--- src/sv/assert_macros.svh ---
// assertion helpers shared by the rtl
`ifndef ASSERT_MACROS_SVH
`define ASSERT_MACROS_SVH

// implication checked on every rising edge outside reset
`define ASSERT_IMPLY(lbl, ant, con) \
  lbl: assert property (@(posedge clk) disable iff (rst) (ant) |-> (con)) \
    else $error("assertion failed");

// condition that must never hold outside reset
`define ASSERT_NEVER(lbl, cond) \
  lbl: assert property (@(posedge clk) disable iff (rst) !(cond)) \
    else $error("assertion failed");

`endif

--- src/sv/bta_pkg.sv ---
// ----------------------------------------------------------------------------
// bta_pkg
// types, codes and constants for the balanced ternary tryte alu
// ----------------------------------------------------------------------------
package bta_pkg;

  localparam logic [2:0] REQ_ADD = 3'd0;
  localparam logic [2:0] REQ_SUB = 3'd1;
  localparam logic [2:0] REQ_MUL = 3'd2;
  localparam logic [2:0] REQ_DIV = 3'd3;
  localparam logic [2:0] REQ_NEG = 3'd4;
  localparam logic [2:0] REQ_B2T = 3'd5;
  localparam logic [2:0] REQ_T2B = 3'd6;

  localparam logic [1:0] CLS_SENT  = 2'd0;
  localparam logic [1:0] CLS_INV   = 2'd1;
  localparam logic [1:0] CLS_VALID = 2'd2;

  localparam logic [15:0] WORD_ERR       = 16'hFFFF;
  localparam logic [15:0] WORD_VALID_MAX = 16'hF2F2;
  localparam int          WORD_LIMIT     = 29524;
  localparam int          BYTE_BIAS      = 121;
  localparam int          BYTE_SPAN      = 243;

  // encode: t = v + bias + span*122, split by a reciprocal multiply
  localparam int          ENC_OFFSET = BYTE_BIAS + BYTE_SPAN * 122;
  localparam int          ENC_SHIFT  = 24;
  localparam logic [16:0] ENC_RECIP  = 17'((2**ENC_SHIFT + BYTE_SPAN - 1) / BYTE_SPAN);

  localparam int DIV_BITS      = 15;
  localparam int DIV_PER_STAGE = 3;
  localparam int DIV_STAGES    = DIV_BITS / DIV_PER_STAGE;

  typedef struct packed {
    logic [2:0]         op;
    logic               err;
    logic               zero_tryte;
    logic signed [15:0] val;
    logic signed [15:0] rv;
    logic               neg_q;
  } ctl_t;

  typedef struct packed {
    logic [DIV_BITS-1:0] rem;
    logic [DIV_BITS-1:0] num;
    logic [DIV_BITS-1:0] den;
    logic [DIV_BITS-1:0] quo;
  } div_t;

endpackage

--- src/sv/bta_decode.sv ---
// ----------------------------------------------------------------------------
// bta_decode
// registered decode of both packed operands into class and value
// ----------------------------------------------------------------------------
module bta_decode (
  input  logic                clk,
  input  logic                rst,
  input  logic                in_valid,
  input  logic [2:0]          req_type,
  input  logic [15:0]         operand_a,
  input  logic [15:0]         operand_b,
  input  logic signed [31:0]  binary_value,
  output logic                out_valid,
  output logic [2:0]          op,
  output logic [1:0]          cls_a,
  output logic [1:0]          cls_b,
  output logic signed [15:0]  val_a,
  output logic signed [15:0]  val_b,
  output logic signed [31:0]  bin
);
  import bta_pkg::*;

  function automatic logic [1:0] word_class(input logic [15:0] w);
    logic [1:0] c;
    if (w == WORD_ERR) c = CLS_SENT;
    else if (w > WORD_VALID_MAX) c = CLS_INV;
    else c = CLS_VALID;
    return c;
  endfunction

  function automatic logic signed [15:0] half_value(input logic [7:0] b);
    logic [7:0] m;
    m = (b >= 8'(BYTE_SPAN)) ? 8'(b - 8'(BYTE_SPAN)) : b;
    return $signed({8'd0, m}) - 16'sd121;
  endfunction

  function automatic logic signed [15:0] word_val(input logic [15:0] w);
    logic signed [15:0] lo;
    logic signed [15:0] hi;
    lo = half_value(w[7:0]);
    hi = half_value(w[15:8]);
    return 16'(lo + hi * 16'sd243);
  endfunction

  logic [1:0] ca, cb;

  assign ca = word_class(operand_a);
  assign cb = word_class(operand_b);

  always_ff @(posedge clk) begin
    if (rst) begin
      out_valid <= 1'b0;
    end else begin
      out_valid <= in_valid;
    end
    op    <= req_type;
    cls_a <= ca;
    cls_b <= cb;
    val_a <= (ca == CLS_VALID) ? word_val(operand_a) : 16'sd0;
    val_b <= (cb == CLS_VALID) ? word_val(operand_b) : 16'sd0;
    bin   <= binary_value;
  end

endmodule

--- src/sv/bta_div_stage.sv ---
// ----------------------------------------------------------------------------
// bta_div_stage
// one registered slice of the restoring divider, DIV_PER_STAGE (three) quotient bits each
// ----------------------------------------------------------------------------
module bta_div_stage (
  input  logic           clk,
  input  logic           rst,
  input  logic           in_valid,
  input  bta_pkg::div_t  din,
  input  bta_pkg::ctl_t  cin,
  output logic           out_valid,
  output bta_pkg::div_t  dout,
  output bta_pkg::ctl_t  cout
);
  import bta_pkg::*;

  div_t  nxt;

  always_comb begin
    logic [DIV_BITS:0]   t;
    logic [DIV_BITS-1:0] r;
    logic [DIV_BITS-1:0] n;
    logic [DIV_BITS-1:0] q;
    r = din.rem;
    n = din.num;
    q = din.quo;
    for (int i = 0; i < DIV_PER_STAGE; i++) begin
      t = {r, n[DIV_BITS-1]};
      n = {n[DIV_BITS-2:0], 1'b0};
      if (t >= {1'b0, din.den}) begin
        r = DIV_BITS'(t - {1'b0, din.den});
        q = {q[DIV_BITS-2:0], 1'b1};
      end else begin
        r = t[DIV_BITS-1:0];
        q = {q[DIV_BITS-2:0], 1'b0};
      end
    end
    nxt.rem = r;
    nxt.num = n;
    nxt.den = din.den;
    nxt.quo = q;
  end

  always_ff @(posedge clk) begin
    if (rst) begin
      out_valid <= 1'b0;
    end else begin
      out_valid <= in_valid;
    end
    dout <= nxt;
    cout <= cin;
  end

endmodule

--- src/sv/bta_encode.sv ---
// ----------------------------------------------------------------------------
// bta_encode
// two-stage packing of a binary value into the canonical tryte
// ----------------------------------------------------------------------------
module bta_encode (
  input  logic                clk,
  input  logic                rst,
  input  logic                in_valid,
  input  bta_pkg::ctl_t       cin,
  output logic                done,
  output logic [15:0]         result_tryte,
  output logic signed [15:0]  result_value,
  output logic                error_flag
);
  import bta_pkg::*;

  logic        e1_valid;
  ctl_t        e1_ctl;
  logic [15:0] e1_t;
  logic [32:0] e1_prod;
  logic [15:0] t_next;
  logic [7:0]  q;
  logic [7:0]  lo;

  assign t_next = 16'($signed({cin.val[15], cin.val}) + 17'(ENC_OFFSET));
  assign q      = e1_prod[ENC_SHIFT +: 8];
  assign lo     = 8'(e1_t - 16'(q * 16'(BYTE_SPAN)));

  always_ff @(posedge clk) begin
    if (rst) begin
      e1_valid <= 1'b0;
      done     <= 1'b0;
    end else begin
      e1_valid <= in_valid;
      done     <= e1_valid;
    end
    e1_ctl  <= cin;
    e1_t    <= t_next;
    e1_prod <= {17'd0, t_next} * {16'd0, ENC_RECIP};
    if (e1_ctl.err) begin
      result_tryte <= WORD_ERR;
    end else if (e1_ctl.zero_tryte) begin
      result_tryte <= 16'd0;
    end else begin
      result_tryte <= {8'(q - 8'd1), lo};
    end
    result_value <= e1_ctl.rv;
    error_flag   <= e1_ctl.err;
  end

endmodule

--- src/sv/balanced_ternary_tryte_alu_core.sv ---
// ----------------------------------------------------------------------------
// balanced_ternary_tryte_alu_core
// done strobes once the request has passed the decode and operand registers,
// the five-slice divider pipeline and the two-stage encoder
// throughput: one request per cycle, busy is always low
// synchronous active-high reset clears all pipeline valid bits
// ----------------------------------------------------------------------------
`include "assert_macros.svh"

module balanced_ternary_tryte_alu_core (
  input  logic                clk,
  input  logic                rst,
  input  logic                start,
  output logic                busy,
  input  logic [2:0]          req_type,
  input  logic [15:0]         operand_a,
  input  logic [15:0]         operand_b,
  input  logic signed [31:0]  binary_value,
  output logic                done,
  output logic [15:0]         result_tryte,
  output logic signed [15:0]  result_value,
  output logic                error_flag
);
  import bta_pkg::*;

  logic               s1_valid;
  logic [2:0]         s1_op;
  logic [1:0]         s1_ca, s1_cb;
  logic signed [15:0] s1_va, s1_vb;
  logic signed [31:0] s1_bin;

  logic               s2_valid;
  logic [2:0]         s2_op;
  logic               s2_err;
  logic signed [16:0] s2_sum;
  logic signed [31:0] s2_prod;
  logic signed [15:0] s2_va;
  logic signed [31:0] s2_bin;
  logic [DIV_BITS-1:0] s2_mag_a, s2_mag_b;
  logic               s2_neg_q;

  logic signed [32:0] x;
  logic               range_err;
  logic               need_range;
  ctl_t               ctl0;
  div_t               div0;

  logic               dv_valid [DIV_STAGES+1];
  div_t               dv_data  [DIV_STAGES+1];
  ctl_t               dv_ctl   [DIV_STAGES+1];

  ctl_t               enc_ctl;
  logic [DIV_BITS-1:0] quo;
  logic               s1_err;

  assign busy = 1'b0;

  bta_decode u_decode (
    .clk          (clk),
    .rst          (rst),
    .in_valid     (start),
    .req_type     (req_type),
    .operand_a    (operand_a),
    .operand_b    (operand_b),
    .binary_value (binary_value),
    .out_valid    (s1_valid),
    .op           (s1_op),
    .cls_a        (s1_ca),
    .cls_b        (s1_cb),
    .val_a        (s1_va),
    .val_b        (s1_vb),
    .bin          (s1_bin)
  );

  always_comb begin
    unique case (s1_op)
      REQ_ADD, REQ_SUB: s1_err = !(s1_ca == CLS_VALID && s1_cb == CLS_VALID);
      REQ_MUL:          s1_err = (s1_ca == CLS_SENT) || (s1_cb == CLS_SENT);
      REQ_DIV:          s1_err = (s1_ca == CLS_SENT) || (s1_cb == CLS_SENT) ||
                                 (s1_vb == 16'sd0);
      REQ_NEG:          s1_err = (s1_ca != CLS_VALID);
      REQ_B2T:          s1_err = 1'b0;
      REQ_T2B:          s1_err = (s1_ca == CLS_SENT);
      default:          s1_err = 1'b1;
    endcase
  end

  always_ff @(posedge clk) begin
    if (rst) begin
      s2_valid <= 1'b0;
    end else begin
      s2_valid <= s1_valid;
    end
    s2_op    <= s1_op;
    s2_err   <= s1_err;
    s2_sum   <= (s1_op == REQ_SUB) ? 17'(s1_va) - 17'(s1_vb) : 17'(s1_va) + 17'(s1_vb);
    s2_prod  <= s1_va * s1_vb;
    s2_va    <= s1_va;
    s2_bin   <= s1_bin;
    s2_mag_a <= DIV_BITS'(s1_va[15] ? -s1_va : s1_va);
    s2_mag_b <= DIV_BITS'(s1_vb[15] ? -s1_vb : s1_vb);
    s2_neg_q <= s1_va[15] ^ s1_vb[15];
  end

  always_comb begin
    need_range = 1'b1;
    case (s2_op)
      REQ_ADD, REQ_SUB: x = 33'(s2_sum);
      REQ_MUL:          x = 33'(s2_prod);
      REQ_NEG:          x = -33'(s2_va);
      REQ_B2T:          x = 33'(s2_bin);
      default: begin
        x          = 33'sd0;
        need_range = 1'b0;
      end
    endcase
    range_err = (x > 33'sd29524) || (x < -33'sd29524);
    ctl0.op         = s2_op;
    ctl0.err        = s2_err || (need_range && range_err);
    ctl0.zero_tryte = (s2_op == REQ_T2B);
    ctl0.val        = x[15:0];
    ctl0.rv         = (s2_op == REQ_T2B) ? s2_va : 16'sd0;
    ctl0.neg_q      = s2_neg_q;
    div0.rem        = '0;
    div0.num        = s2_mag_a;
    div0.den        = s2_mag_b;
    div0.quo        = '0;
  end

  assign dv_valid[0] = s2_valid;
  assign dv_data[0]  = div0;
  assign dv_ctl[0]   = ctl0;

  for (genvar g = 0; g < DIV_STAGES; g++) begin : g_div
    bta_div_stage u_stage (
      .clk       (clk),
      .rst       (rst),
      .in_valid  (dv_valid[g]),
      .din       (dv_data[g]),
      .cin       (dv_ctl[g]),
      .out_valid (dv_valid[g+1]),
      .dout      (dv_data[g+1]),
      .cout      (dv_ctl[g+1])
    );
  end

  assign quo = dv_data[DIV_STAGES].quo;

  always_comb begin
    enc_ctl = dv_ctl[DIV_STAGES];
    if (enc_ctl.op == REQ_DIV) begin
      enc_ctl.val = enc_ctl.neg_q ? -$signed({1'b0, quo}) : $signed({1'b0, quo});
    end
  end

  bta_encode u_encode (
    .clk          (clk),
    .rst          (rst),
    .in_valid     (dv_valid[DIV_STAGES]),
    .cin          (enc_ctl),
    .done         (done),
    .result_tryte (result_tryte),
    .result_value (result_value),
    .error_flag   (error_flag)
  );

  `ASSERT_IMPLY(a_done_follows_start, done, $past(start, 9))
  `ASSERT_IMPLY(a_err_sentinel, done && error_flag, result_tryte == WORD_ERR)
  `ASSERT_IMPLY(a_ok_not_sentinel, done && !error_flag, result_tryte != WORD_ERR)
  `ASSERT_IMPLY(a_value_only_ok, done && result_value != 16'sd0, !error_flag)

endmodule
--- config.mk ---
export PLATFORM = sky130hd
export DESIGN_NAME = balanced_ternary_tryte_alu_core
export DESIGN_NICKNAME = d
export VERILOG_FILES = /design/src/sv/bta_pkg.sv /design/src/sv/bta_decode.sv /design/src/sv/bta_div_stage.sv /design/src/sv/bta_encode.sv /design/src/sv/balanced_ternary_tryte_alu_core.sv
export VERILOG_INCLUDE_DIRS = /design/src /design/src/sv
export SDC_FILE = /design/constraint.sdc
export NUM_CORES = 2
export LEC_CHECK = 0
export BUFFER_PORTS_ARGS = -buffer_cell sky130_fd_sc_hd__buf_2
export CAP_MARGIN = 20
export CORE_MARGIN = 2
export CORE_UTILIZATION = 60
export DETAILED_ROUTE_END_ITERATION = 7
export GPL_ROUTABILITY_DRIVEN = 1
export PLACE_DENSITY_LB_ADDON = 0.2
export SKIP_CTS_REPAIR_TIMING = 1
export SLEW_MARGIN = 25
export SYNTH_ARGS = -nofsm -noshare
export SYNTH_HDL_FRONTEND = slang
export SYNTH_HIERARCHICAL = 1
export SYNTH_SLANG_ARGS = --single-unit
--- constraint.sdc ---
create_clock -name clk -period 11.7 [get_ports clk]
set_clock_uncertainty 0.2 [all_clocks]
set_input_delay 1.17 -clock clk [delete_from_list [all_inputs] [get_ports clk]]
set_output_delay 1.17 -clock clk [all_outputs]
set_load 0.02 [all_outputs]
==> impl_summary.log <==
[metrics] part of the cycle the worst path needs: 0.750
[metrics] die area: 88400 um^2
[metrics] slew of the pin with the lowest slew margin: 1.04 ns
[metrics] worst hold path class: flip-flop to flip-flop
[metrics] Synth Area per Inst: 9.36 um^2
[metrics] endpoint type of the worst setup path: flip-flop
[metrics] Core Region: 85300 um^2
[metrics] Placer Congestion: 1.01
[metrics] Syn-to-layout area delta: 8.11%
[metrics] first-pass iteration count of the detailed router: 8
[metrics] Yosys warnings: 6
[metrics] Cells after Synth: 5517
[metrics] Clock Pin Slew Worst Setup and Hold Paths: 0.06 ns
[metrics] Max-Slew Margin vs Limit: 0.305
[metrics] total number of clock tree sinks: 663
[metrics] Final Hold Viols: 0
[metrics] antenna violations before repair: 4
[metrics] DR vias: 38.9k
[metrics] Synth Cell Area: 51600 um^2
[metrics] proportion of layout cells with a drive suffix above 1: 0.0832
[metrics] Final Critical Period: 8.77 ns
[metrics] clock network latency to the later pin of the worst-skew pair: 0.63 ns
[metrics] DRC viols: 0
[metrics] number of buffers created by CTS: 70
[metrics] count of buffers from port buffering: 103
[metrics] run status: finished, final reports clean
[metrics] Detailed Route WL: 128000 um
[metrics] number of routed nets with antenna violations: 0
[metrics] Ports: 105
[metrics] initial standard-cell utilization of the core: 0.606
[metrics] first-pass GRT wire length: 208000 um
[metrics] crit path DAT: 9.07 ns
[metrics] setup repair after global routing missed its margin: false
[metrics] Setup Total Neg Slack: 0 ns
[metrics] height of the chip: 297 um
[metrics] Highest Clock Rate: 114 MHz
[metrics] CTS tree: yes
[metrics] number of failing setup endpoints in the final timing report: 0
[metrics] maximum fanout along the worst path: 21
[metrics] pin count of the biggest net entering global routing: 36
[metrics] vias per cell: 5.70
[metrics] via count of the first global-routing pass: 39.1k
[metrics] fin nets: 6710
[metrics] clock tree root driver cell: sky130_fd_sc_hd__clkbuf_16
[metrics] Routed WL per cell: 18.7 um
[metrics] number of buffers on the longest clock path: 3
[metrics] number of rows created at floorplan: 107
[metrics] post-DP HPWL: 102000 um
[metrics] DRC marker count from the first detailed-route iteration: 2792
[metrics] CP Launch Type: flip-flop
[metrics] width of the die: 297 um
[metrics] total track usage: 0.293
[metrics] Clock H-tree levels: 3
[metrics] max-capacitance violation count: 0
[metrics] crit path kind: flip-flop to flip-flop
[metrics] count of fill cells added during filler insertion: 7013
[metrics] number of pins exceeding their max-slew limit in the final report: 0
[metrics] worst endpoint required time: 12.00 ns
[metrics] GRT overflow: 0
-- per-stage QoR --
stage,hold WS [ns],std cells,cell area [um^2],utilization,worst slack [ns]
after floorplan,0.110,5553,51800,-,4.05
after global placement,0.110,6702,53400,0.626,3.27
after detailed placement,0.112,6702,53400,0.626,3.16
after CTS,0.111,6829,55800,0.655,3.13
after global routing,0.117,6829,55800,0.655,2.48
final,0.116,6831,55800,0.655,2.93
-- cells in the final DEF, fill, tap and decap left out, types with 18 or more instances in the layout --
cell type                   instances
sky130_fd_sc_hd__nand4_1           37
sky130_fd_sc_hd__a21oi_1          222
sky130_fd_sc_hd__and2_1           163
sky130_fd_sc_hd__dfxtp_1          663
sky130_fd_sc_hd__or2_2             24
sky130_fd_sc_hd__a31oi_1           44
sky130_fd_sc_hd__nand3_1           91
sky130_fd_sc_hd__o31ai_1           33
sky130_fd_sc_hd__nor2b_1           60
sky130_fd_sc_hd__ha_1             581
sky130_fd_sc_hd__xor2_1           123
sky130_fd_sc_hd__a211oi_1          44
sky130_fd_sc_hd__o21bai_1          30
sky130_fd_sc_hd__mux2_4            20
sky130_fd_sc_hd__xnor2_1          233
sky130_fd_sc_hd__and3_1            40
sky130_fd_sc_hd__mux2i_1           29
sky130_fd_sc_hd__a221oi_1          18
sky130_fd_sc_hd__mux2_2            81
sky130_fd_sc_hd__o2111ai_1         22
sky130_fd_sc_hd__clkbuf_16         71
sky130_fd_sc_hd__nand2_1          410
sky130_fd_sc_hd__a211o_1           19
sky130_fd_sc_hd__o21a_1            67
sky130_fd_sc_hd__or3_1             30
sky130_fd_sc_hd__nor2_1           257
sky130_fd_sc_hd__buf_2            103
sky130_fd_sc_hd__o21ai_0          212
sky130_fd_sc_hd__conb_1            37
sky130_fd_sc_hd__buf_4             37
sky130_fd_sc_hd__nand2b_1          51
sky130_fd_sc_hd__nor3_1            64
sky130_fd_sc_hd__inv_1            819
sky130_fd_sc_hd__a21o_1           128
sky130_fd_sc_hd__fa_1             429
-- area by class of cell --
cell class                      count  area [um^2]  share of cell area
Tap cell                         1144         1430              0.0256
Antenna cell                        2         5.00           0.0000896
Clock buffer                       92         2020              0.0361
Multi-Input combinational cell   3928        34800               0.623
Timing Repair Buffer              140          793              0.0142
Clock inverter                     35          448             0.00802
Inverter                          827         3100              0.0556
Sequential cell                   663        13300               0.238
-- sequential cells by signal (all words and copies together) (netlist names), 5 cells and up --
signal	count
u_decode/bin	32
s2_mag_b	15
u_decode/val_b	16
s2_mag_a	15
s2_va	15
g_div.u_stage/cout	190
s2_prod	32
u_encode/e1_prod	9
s2_sum	17
u_decode/val_a	16
u_encode/result_tryte	16
g_div.u_stage/out_valid	5
u_encode/result_value	16
u_encode/e1_ctl	18
g_div.u_stage/dout	195
s2_bin	32
u_encode/e1_t	7
-- critical path: stages (launching register included) --
cell and delay, ns:
sky130_fd_sc_hd__dfxtp_1 0.53, sky130_fd_sc_hd__ha_1 0.23, sky130_fd_sc_hd__inv_1 0.05, sky130_fd_sc_hd__fa_1 0.40, sky130_fd_sc_hd__a21o_1 0.20, sky130_fd_sc_hd__a221oi_2 0.42
sky130_fd_sc_hd__a21o_1 0.18, sky130_fd_sc_hd__a211o_1 0.54, sky130_fd_sc_hd__inv_2 0.26, sky130_fd_sc_hd__a21boi_0 0.48, sky130_fd_sc_hd__inv_1 0.10, sky130_fd_sc_hd__ha_1 0.39
sky130_fd_sc_hd__a211oi_1 0.34, sky130_fd_sc_hd__o21ai_0 0.15, sky130_fd_sc_hd__a31oi_1 0.19, sky130_fd_sc_hd__o21ai_0 0.17, sky130_fd_sc_hd__o22a_1 0.27, sky130_fd_sc_hd__or3_1 0.74
sky130_fd_sc_hd__mux2_2 0.44, sky130_fd_sc_hd__ha_1 0.36, sky130_fd_sc_hd__a21o_1 0.21, sky130_fd_sc_hd__a211oi_1 0.26, sky130_fd_sc_hd__nor2_1 0.11, sky130_fd_sc_hd__or4_1 0.47
sky130_fd_sc_hd__o221ai_1 0.13, sky130_fd_sc_hd__o21a_1 0.20, sky130_fd_sc_hd__o211ai_4 0.23, sky130_fd_sc_hd__mux2_1 0.41
-- metal layers --
| layer | part of all wire | vias up | wire length [um] | track usage |
|---|---|---|---|---|
| li1 | - | 18700 | - | - |
| met1 | 0.41 | 18700 | 53000 | 0.367 |
| met2 | 0.48 | 1168 | 61400 | 0.503 |
| met3 | 0.055 | 286 | 7000 | 0.0418 |
| met4 | 0.050 | 2 | 6370 | 0.131 |
| met5 | 0.000094 | - | 12 | 0 |
-- worst paths after layout --
path / slack (ns) / from / end / depth (start not counted)
hold / removal: 0.12 / g_div[3].u_stage/cout[2]$_DFF_P_ / g_div[4].u_stage/cout[2]$_DFF_P_ / 0
setup reg to reg: 2.93 / g_div[1].u_stage/dout[15]$_DFF_P_ / g_div[2].u_stage/dout[53]$_DFF_P_ / 27
setup / recovery: 2.93 / g_div[1].u_stage/dout[15]$_DFF_P_ / g_div[2].u_stage/dout[53]$_DFF_P_ / 27
hold reg to reg: 0.12 / g_div[3].u_stage/cout[2]$_DFF_P_ / g_div[4].u_stage/cout[2]$_DFF_P_ / 0
Power is not shown: default switching activity piles up to over one toggle a cycle in this logic, so the estimate is an artifact.
